File: src/min_variance_line_finder_macros.svh
// Assertion helpers; clk and rst are taken from the enclosing module.
`ifndef MIN_VARIANCE_LINE_FINDER_MACROS_SVH
`define MIN_VARIANCE_LINE_FINDER_MACROS_SVH

`ifndef SYNTH
`define MVLF_ASSERT_IMPLY(label, pre, post) \
  label: assert property (@(posedge clk) disable iff (rst) (pre) |-> (post)) \
    else $error("implication check failed");
`define MVLF_ASSERT_NEXT(label, pre, post) \
  label: assert property (@(posedge clk) disable iff (rst) (pre) |=> (post)) \
    else $error("next-cycle check failed");
`else
`define MVLF_ASSERT_IMPLY(label, pre, post)
`define MVLF_ASSERT_NEXT(label, pre, post)
`endif

`endif

File: src/mvlf_pkg.sv
package mvlf_pkg;

  localparam int MAX_LINE_LENGTH_DEF = 255;
  localparam int QUEUE_DEPTH_DEF     = 4;

  localparam logic [7:0]  LINE_LENGTH_RESET = 8'd80;
  localparam logic [23:0] LINE_MAX          = 24'hFFFFFF;
  localparam logic [29:0] VAR_MAX           = 30'h3FFFFFFF;

  localparam int CFG_INDEX_W = 1;
  localparam logic [CFG_INDEX_W-1:0] REG_LINE_LENGTH = 1'b0;
  localparam logic [CFG_INDEX_W-1:0] REG_REGION_BASE = 1'b1;

  typedef struct packed {
    logic [7:0] sample;
    logic       last;
  } byte_item_t;

  typedef struct packed {
    logic [23:0] best_line;
    logic [31:0] best_first;
    logic [31:0] best_final;
    logic [14:0] best_std_dev;
    logic [29:0] best_variance;
    logic [23:0] line_total;
  } result_t;

  // One closed line, handed from the front to the back.
  typedef struct packed {
    logic [7:0]  n;
    logic [15:0] sum;
    logic [23:0] sumsq;
    logic [23:0] line_idx;
    logic [31:0] first;
    logic [31:0] final_ofs;
    logic [23:0] total;
    logic        last;
  } line_rec_t;

endpackage

File: src/min_variance_line_finder.sv
// Channel    Dir  Payload                  Moves
// byte       in   mvlf_pkg::byte_item_t    one region byte per request
// result     out  mvlf_pkg::result_t       one request per region, on its last byte
// cfg        in   cfg_index, cfg_data      one register write per request
//
// The front takes one byte per cycle while the line queue has room.
// The back takes one closed line at a time through multiply, setup, 30-step divide,
// and compare; a region's last line adds 15 root steps and one result request.
// Lines shorter than about 34 bytes fill the queue and then stall the byte side.
// A result waiting on result_ready holds the back in idle; bytes still queue.
// Synchronous reset clears all control state; line_length returns to 80,
// region_base to 0.
`include "min_variance_line_finder_macros.svh"

module min_variance_line_finder #(
  parameter int MAX_LINE_LENGTH = mvlf_pkg::MAX_LINE_LENGTH_DEF,
  parameter int QUEUE_DEPTH     = mvlf_pkg::QUEUE_DEPTH_DEF
) (
  input  logic                             clk,
  input  logic                             rst,
  input  logic                             byte_valid,
  output logic                             byte_ready,
  input  mvlf_pkg::byte_item_t             byte_data,
  output logic                             result_valid,
  input  logic                             result_ready,
  output mvlf_pkg::result_t                result_data,
  input  logic                             cfg_valid,
  output logic                             cfg_ready,
  input  logic [mvlf_pkg::CFG_INDEX_W-1:0] cfg_index,
  input  logic [31:0]                      cfg_data
);

  logic                q_push;
  logic                q_pop;
  logic                q_full;
  logic                q_empty;
  mvlf_pkg::line_rec_t q_rec;
  mvlf_pkg::line_rec_t q_head;

  assign cfg_ready = 1'b1;

  mvlf_front #(
    .MAX_LINE_LENGTH(MAX_LINE_LENGTH)
  ) u_front (
    .clk       (clk),
    .rst       (rst),
    .byte_valid(byte_valid),
    .byte_ready(byte_ready),
    .byte_data (byte_data),
    .cfg_valid (cfg_valid),
    .cfg_index (cfg_index),
    .cfg_data  (cfg_data),
    .q_push    (q_push),
    .q_rec     (q_rec),
    .q_full    (q_full)
  );

  mvlf_queue #(
    .DEPTH(QUEUE_DEPTH)
  ) u_queue (
    .clk     (clk),
    .rst     (rst),
    .push    (q_push),
    .push_rec(q_rec),
    .full    (q_full),
    .pop     (q_pop),
    .head    (q_head),
    .empty   (q_empty)
  );

  mvlf_back u_back (
    .clk         (clk),
    .rst         (rst),
    .q_empty     (q_empty),
    .q_head      (q_head),
    .q_pop       (q_pop),
    .result_valid(result_valid),
    .result_ready(result_ready),
    .result_data (result_data)
  );

  `MVLF_ASSERT_IMPLY(a_no_overflow, q_push, !q_full)
  `MVLF_ASSERT_IMPLY(a_no_underflow, q_pop, !q_empty)
  `MVLF_ASSERT_IMPLY(a_last_closes, byte_valid && byte_ready && byte_data.last, q_push)
  `MVLF_ASSERT_NEXT(a_push_lands, q_push && !q_pop, !q_empty)

endmodule

File: src/mvlf_front.sv
module mvlf_front #(
  parameter int MAX_LINE_LENGTH = mvlf_pkg::MAX_LINE_LENGTH_DEF
) (
  input  logic                             clk,
  input  logic                             rst,
  input  logic                             byte_valid,
  output logic                             byte_ready,
  input  mvlf_pkg::byte_item_t             byte_data,
  input  logic                             cfg_valid,
  input  logic [mvlf_pkg::CFG_INDEX_W-1:0] cfg_index,
  input  logic [31:0]                      cfg_data,
  output logic                             q_push,
  output mvlf_pkg::line_rec_t              q_rec,
  input  logic                             q_full
);

  localparam logic [7:0] LEN_CAP = 8'(MAX_LINE_LENGTH);

  logic [7:0]  line_length;
  logic [31:0] region_base;

  logic [7:0]  position_in_line;
  logic [15:0] line_sum;
  logic [23:0] line_square_sum;
  logic [31:0] byte_offset;
  logic [23:0] line_number;
  logic [31:0] line_first_offset;

  logic [7:0]  len_eff;
  logic [31:0] here;
  logic [7:0]  pos_inc;
  logic [23:0] line_inc;
  logic        close;
  logic        accept;

  always_comb begin
    if (line_length == 8'd0) begin
      len_eff = 8'd1;
    end else if (line_length > LEN_CAP) begin
      len_eff = LEN_CAP;
    end else begin
      len_eff = line_length;
    end
    here     = region_base + byte_offset;
    pos_inc  = position_in_line + 8'd1;
    line_inc = (line_number == mvlf_pkg::LINE_MAX) ? line_number : line_number + 24'd1;
    close    = (pos_inc >= len_eff) || byte_data.last;
  end

  assign byte_ready = !q_full;
  assign accept     = byte_valid && byte_ready;
  assign q_push     = accept && close;

  always_comb begin
    q_rec.n         = pos_inc;
    q_rec.sum       = line_sum + {8'd0, byte_data.sample};
    q_rec.sumsq     = line_square_sum +
                      {8'd0, 16'(byte_data.sample) * 16'(byte_data.sample)};
    q_rec.line_idx  = line_number;
    q_rec.first     = (position_in_line == 8'd0) ? here : line_first_offset;
    q_rec.final_ofs = here;
    q_rec.total     = line_inc;
    q_rec.last      = byte_data.last;
  end

  always_ff @(posedge clk) begin
    if (rst) begin
      line_length <= mvlf_pkg::LINE_LENGTH_RESET;
      region_base <= 32'd0;
    end else if (cfg_valid) begin
      case (cfg_index)
        mvlf_pkg::REG_LINE_LENGTH: line_length <= cfg_data[7:0];
        mvlf_pkg::REG_REGION_BASE: region_base <= cfg_data;
        default: ;
      endcase
    end
  end

  always_ff @(posedge clk) begin
    if (rst) begin
      position_in_line  <= 8'd0;
      line_sum          <= 16'd0;
      line_square_sum   <= 24'd0;
      byte_offset       <= 32'd0;
      line_number       <= 24'd0;
      line_first_offset <= 32'd0;
    end else if (accept) begin
      if (byte_data.last) begin
        // end of region: drop all region state
        position_in_line  <= 8'd0;
        line_sum          <= 16'd0;
        line_square_sum   <= 24'd0;
        byte_offset       <= 32'd0;
        line_number       <= 24'd0;
        line_first_offset <= 32'd0;
      end else begin
        byte_offset       <= byte_offset + 32'd1;
        line_first_offset <= q_rec.first;
        if (close) begin
          position_in_line <= 8'd0;
          line_sum         <= 16'd0;
          line_square_sum  <= 24'd0;
          line_number      <= line_inc;
        end else begin
          position_in_line <= pos_inc;
          line_sum         <= q_rec.sum;
          line_square_sum  <= q_rec.sumsq;
        end
      end
    end
  end

endmodule

File: src/mvlf_queue.sv
module mvlf_queue #(
  parameter int DEPTH = mvlf_pkg::QUEUE_DEPTH_DEF
) (
  input  logic                clk,
  input  logic                rst,
  input  logic                push,
  input  mvlf_pkg::line_rec_t push_rec,
  output logic                full,
  input  logic                pop,
  output mvlf_pkg::line_rec_t head,
  output logic                empty
);

  localparam int PTR_W = (DEPTH > 1) ? $clog2(DEPTH) : 1;
  localparam int CNT_W = $clog2(DEPTH + 1);
  localparam logic [PTR_W-1:0] PTR_LAST = PTR_W'(DEPTH - 1);

  mvlf_pkg::line_rec_t slots [DEPTH];
  logic [PTR_W-1:0] wr_ptr;
  logic [PTR_W-1:0] rd_ptr;
  logic [CNT_W-1:0] count;

  assign full  = (count == CNT_W'(DEPTH));
  assign empty = (count == '0);
  assign head  = slots[rd_ptr];

  always_ff @(posedge clk) begin
    if (push) begin
      slots[wr_ptr] <= push_rec;
    end
  end

  always_ff @(posedge clk) begin
    if (rst) begin
      wr_ptr <= '0;
      rd_ptr <= '0;
      count  <= '0;
    end else begin
      if (push) begin
        wr_ptr <= (wr_ptr == PTR_LAST) ? '0 : wr_ptr + PTR_W'(1);
      end
      if (pop) begin
        rd_ptr <= (rd_ptr == PTR_LAST) ? '0 : rd_ptr + PTR_W'(1);
      end
      case ({push, pop})
        2'b10:   count <= count + CNT_W'(1);
        2'b01:   count <= count - CNT_W'(1);
        default: count <= count;
      endcase
    end
  end

endmodule

File: src/mvlf_back.sv
module mvlf_back (
  input  logic                clk,
  input  logic                rst,
  input  logic                q_empty,
  input  mvlf_pkg::line_rec_t q_head,
  output logic                q_pop,
  output logic                result_valid,
  input  logic                result_ready,
  output mvlf_pkg::result_t   result_data
);

  localparam int DIV_STEPS  = 30;
  localparam int ROOT_STEPS = 15;
  localparam int CNT_W      = $clog2(DIV_STEPS);

  typedef enum logic [5:0] {
    ST_IDLE   = 6'b000001,
    ST_MUL    = 6'b000010,
    ST_PREP   = 6'b000100,
    ST_DIVIDE = 6'b001000,
    ST_UPDATE = 6'b010000,
    ST_ROOT   = 6'b100000
  } back_state_t;

  back_state_t state;
  logic        out_full;

  mvlf_pkg::line_rec_t rec;
  logic [31:0] prod_a;
  logic [31:0] prod_b;
  logic [15:0] div_d;
  logic        div_sat;
  logic [15:0] div_rem;
  logic [29:0] div_dvd;
  logic [29:0] div_quot;
  logic [CNT_W-1:0] step_cnt;

  logic [29:0] root_val;
  logic [16:0] root_rem;
  logic [14:0] root;

  logic [29:0] lowest_variance;
  logic [23:0] lowest_line;
  logic [31:0] lowest_first;
  logic [31:0] lowest_final;
  logic        have_lowest;

  logic [31:0] num;
  logic [16:0] div_rem_s;
  logic        div_take;
  logic [29:0] var_val;
  logic        take;
  logic [18:0] root_rem_s;
  logic [18:0] root_trial;
  logic        root_take;
  logic [14:0] root_next;

  always_comb begin
    num        = prod_a - prod_b;
    div_rem_s  = {div_rem, div_dvd[29]};
    div_take   = div_rem_s >= {1'b0, div_d};
    var_val    = div_sat ? mvlf_pkg::VAR_MAX : div_quot;
    take       = !have_lowest || (var_val < lowest_variance);
    root_rem_s = {root_rem, root_val[29:28]};
    root_trial = {2'b00, root, 2'b01};
    root_take  = root_rem_s >= root_trial;
    root_next  = {root[13:0], root_take};
  end

  assign q_pop        = (state == ST_IDLE) && !out_full && !q_empty;
  assign result_valid = out_full;

  always_ff @(posedge clk) begin
    if (rst) begin
      state           <= ST_IDLE;
      out_full        <= 1'b0;
      have_lowest     <= 1'b0;
      lowest_variance <= 30'd0;
      lowest_line     <= 24'd0;
      lowest_first    <= 32'd0;
      lowest_final    <= 32'd0;
      step_cnt        <= '0;
    end else begin
      if (out_full && result_ready) begin
        out_full <= 1'b0;
      end
      case (state)
        ST_IDLE: begin
          if (q_pop) begin
            rec   <= q_head;
            state <= ST_MUL;
          end
        end
        ST_MUL: begin
          prod_a <= {24'd0, rec.n} * {8'd0, rec.sumsq};
          prod_b <= {16'd0, rec.sum} * {16'd0, rec.sum};
          div_d  <= {8'd0, rec.n} * {8'd0, rec.n};
          state  <= ST_PREP;
        end
        ST_PREP: begin
          // quotient overflows 30 bits exactly when num >= d * 2^14
          div_sat  <= num >= {2'b00, div_d, 14'd0};
          div_rem  <= num[29:14];
          div_dvd  <= {num[13:0], 16'd0};
          div_quot <= 30'd0;
          step_cnt <= '0;
          state    <= ST_DIVIDE;
        end
        ST_DIVIDE: begin
          div_rem  <= div_take ? 16'(div_rem_s - {1'b0, div_d}) : div_rem_s[15:0];
          div_dvd  <= {div_dvd[28:0], 1'b0};
          div_quot <= {div_quot[28:0], div_take};
          step_cnt <= step_cnt + CNT_W'(1);
          if (step_cnt == CNT_W'(DIV_STEPS - 1)) begin
            state <= ST_UPDATE;
          end
        end
        ST_UPDATE: begin
          if (take) begin
            have_lowest     <= 1'b1;
            lowest_variance <= var_val;
            lowest_line     <= rec.line_idx;
            lowest_first    <= rec.first;
            lowest_final    <= rec.final_ofs;
          end
          root_val <= take ? var_val : lowest_variance;
          root_rem <= 17'd0;
          root     <= 15'd0;
          step_cnt <= '0;
          state    <= rec.last ? ST_ROOT : ST_IDLE;
        end
        ST_ROOT: begin
          root_rem <= root_take ? 17'(root_rem_s - root_trial) : root_rem_s[16:0];
          root_val <= {root_val[27:0], 2'b00};
          root     <= root_next;
          step_cnt <= step_cnt + CNT_W'(1);
          if (step_cnt == CNT_W'(ROOT_STEPS - 1)) begin
            result_data.best_line     <= lowest_line;
            result_data.best_first    <= lowest_first;
            result_data.best_final    <= lowest_final;
            result_data.best_std_dev  <= root_next;
            result_data.best_variance <= lowest_variance;
            result_data.line_total    <= rec.total;
            out_full                  <= 1'b1;
            // region done: drop the kept line
            have_lowest     <= 1'b0;
            lowest_variance <= 30'd0;
            lowest_line     <= 24'd0;
            lowest_first    <= 32'd0;
            lowest_final    <= 32'd0;
            state           <= ST_IDLE;
          end
        end
        default: state <= ST_IDLE;
      endcase
    end
  end

endmodule
File: config.mk
export PLATFORM = sky130hd
export DESIGN_NAME = min_variance_line_finder
export DESIGN_NICKNAME = d
export VERILOG_FILES = /design/src/mvlf_pkg.sv /design/src/min_variance_line_finder.sv /design/src/mvlf_front.sv /design/src/mvlf_queue.sv /design/src/mvlf_back.sv
export VERILOG_INCLUDE_DIRS = /design/src /design/src/src
export SDC_FILE = /design/constraint.sdc
export NUM_CORES = 2
export LEC_CHECK = 0
export BUFFER_PORTS_ARGS = -buffer_cell sky130_fd_sc_hd__buf_2
export CORE_UTILIZATION = 50
export CTS_CLUSTER_SIZE = 40
export DETAILED_ROUTE_END_ITERATION = 8
export GPL_ROUTABILITY_DRIVEN = 0
export MAX_ROUTING_LAYER = met4
export PLACE_DENSITY = 0.69
export SLEW_MARGIN = 20
export SYNTH_ARGS = -nofsm -noshare
export SYNTH_HDL_FRONTEND = slang
export SYNTH_HIERARCHICAL = 1
export SYNTH_SLANG_ARGS = --single-unit
File: constraint.sdc
create_clock -name clk -period 27.4 [get_ports clk]
set_input_delay 5.48 -clock clk [delete_from_list [all_inputs] [get_ports clk]]
set_output_delay 5.48 -clock clk [all_outputs]
set_load 0.03 [all_outputs]
==> metrics.txt <==
Critical Path AT=around 10 ns; WP buf/inv=5; CTS tree=yes; CP max-delay cell=fa_1; crit path kind=input pin to flop; status=finished, final reports clean; setup TNS=0 ns; Synth area leaders=edfxtp_1 (45%), fa_1 (9.3%), dfxtp_1 (8.1%), ha_1 (6.4%), mux4_2 (4.6%); crit path launch type=input pin; Final setup viols=0; drt wl/cell=between 20 and 25 µm; Register Area=about 41000 µm²; die area=around 160000 µm²; post-synthesis register bit count=approximately 1500; First-pass DRT Iterations=6; MaxCap Viol Count=0; Initial Util=0.505; H-tree depth=4; layout cells sized above 1=0.113; area of the multi-input gates=roughly 33000 µm²; TritonCTS Buffers=154; CTS sink cnt=1479; Hold/Removal Path Class=flop to flop; total track usage=0.227; post-route clock period utilization=0.354; worst skew pair latency=~0.80 ns; CP cell instances=buf_2 > and2_1 > inv_1 > fa_1 > inv_1 > fa_1 > fa_1 > inv_1 > fa_1 > inv_1 > ha_1 > nand3_1 > o211ai_1 > nor3_1 > o31ai_2 > a21oi_1 > nor3_1 > xor2_1; Layout Area Growth over Synthesis=10.4%; I/O pin count=~210; Setup crit end kind=flop; Post-CTS Hold Fix Bufs=0; DP HPWL=between 100000 and 150000 µm; Final nets=~7200; commonest non-fill, non-tap cell in the layout=edfxtp_1; Fill cells=12600; DR vias/cell=approximately 5.7; vias in the first global route=~49000; Final Hold Viols=0; Async SR Flop Fraction=0; CTS clk-pin slew, worst paths=roughly 0.06 ns; largest net degree at the start of global routing=~180; fin. max-slew vios=0; 1st-iter DRT viols=between 3000 and 4000; Mapped Cells=around 6300; RSZ-0062 raised after global routing=false; Resized cells post-CTS=0; chip width=just under 400 µm; routed vias=49100; Post-Syn Nets=7088; Routed Antenna Nets=0; global-route wire length before repair=273000 µm; Max Freq=0.103 GHz; max_slew headroom=0.237; drt total wl=between 150000 and 200000 µm; Overflow after GRT=0; post-synthesis sequential area ratio=0.528; row count=between 100 and 150; post-synth top area share=0.447; CP Max Fanout=9; post-CTS setup buffer count=0; most frequent cells in the layout=edfxtp_1 (1163), inv_1 (673), nand2_1 (494); largest area contributor in the netlist=edfxtp_1; Synth Flop Type=edfxtp_1; Mean Syn Cell Area=12.4 µm²; synth unique cells=between 100 and 150; Worst Clk Skew=between 0.06 and 0.07 ns; CTS max path bufs=3; critical path's largest stage delay=between 0.5 and 0.6 ns; Cell Area, Synth=around 80000 µm²; EDFF count, synth=roughly 1200; yosys warns=6; Residual DRC=0; cell family with most CP delay=adder cells; Critical Path RT=27.98 ns; initial antenna violation count=8; Die Ht=between 300 and 400 µm; floorplan core area=155000 µm²; Port Buffers=slightly above 200; Tmin final=9.71 ns; Slew @ Worst Pin=roughly 1.1 ns; CTS Root Cell=clkbuf_16
area by class of cell:
cell class / count / area share
diodes: 4 / 0.000116
clock buffers: 216 / 0.0499
clock inverters: 72 / 0.00883
inverters: 675 / 0.0294
multi-input cells: 3860 / 0.386
flip-flops and latches: 1479 / 0.479
well taps: 2044 / 0.0297
repair buffers: 258 / 0.0176
through the flow:
step           hold WS (ns)  std cells  cell area, µm²   util  setup slack [ns]
5_1_grt               0.427       8608           86200  0.558             17.46
3_3_place_gp          0.406       8314           81100  0.524             17.08
2_1_floorplan         0.400       6283           78100      -              5.46
4_1_cts               0.421       8602           86100  0.557             17.78
6_report              0.418       8608           86200  0.558             17.69
3_5_place_dp          0.405       8314           81100  0.524             16.92
cell families after synthesis:
logic type | Yosys count | share of synthesized area
muxes | 215 | 0.0538
adders and majority gates | 758 | 0.156
DFF | 1479 | 0.528
AOI/OAI and AO/OA | 1067 | 0.0877
other | 1 | 0.0000480
xor gates and xnor gates | 249 | 0.0279
buffers and inverters | 944 | 0.0476
and+or+nand+nor | 1570 | 0.0987
cell usage after synthesis, types with 146 or more instances:
cell / n
a21oi_1: 376
and2_1: 219
clkbuf_1: 215
dfxtp_1: 316
edfxtp_1: 1163
fa_1: 361
ha_1: 397
inv_1: 673
mux4_2: 161
nand2_1: 495
nor2_1: 345
o21ai_0: 157
xnor2_1: 146
sequential cells by signal, summed over array words and instances (netlist names), 24 cells and up, named ones only:
register	count
u_back/div_quot	30
u_front/byte_offset	32
u_front/line_number	24
u_front/line_first_offset	32
u_front/line_square_sum	24
u_back/rec	161
u_back/root_val	30
u_back/prod_a	32
u_front/region_base	32
u_back/lowest_final	32
u_back/lowest_variance	30
u_back/lowest_line	24
u_back/prod_b	31
u_back/result_data	157
u_back/lowest_first	32
u_queue/slots	644
path summary, 6_finish.rpt:
kind	from	to	slack, ns	cells past startpoint
max	byte_data[8]	u_queue/slots[2][135]$_DFFE_PP_	17.69	18
min	u_back/rec[3]$_DFFE_PP_	u_back/result_data[2]$_DFFE_PP_	0.42	0
max reg2reg	u_back/rec[138]$_DFFE_PP_	u_back/prod_b[30]$_DFFE_PP_	20.10	20
min reg2reg	u_back/rec[3]$_DFFE_PP_	u_back/result_data[2]$_DFFE_PP_	0.42	0
routing by layer:
layer,vias to the layer above,track usage,share of wire,routed length (µm)
met3,256,0.0467,0.070,12100
met5,-,-,0,0
met2,1503,0.354,0.47,81800
met1,24600,0.301,0.44,75800
met4,0,0.0635,0.024,4100
li1,22700,-,-,-
Power is not shown: default switching activity piles up to over one toggle a cycle in this logic, so the estimate is an artifact.
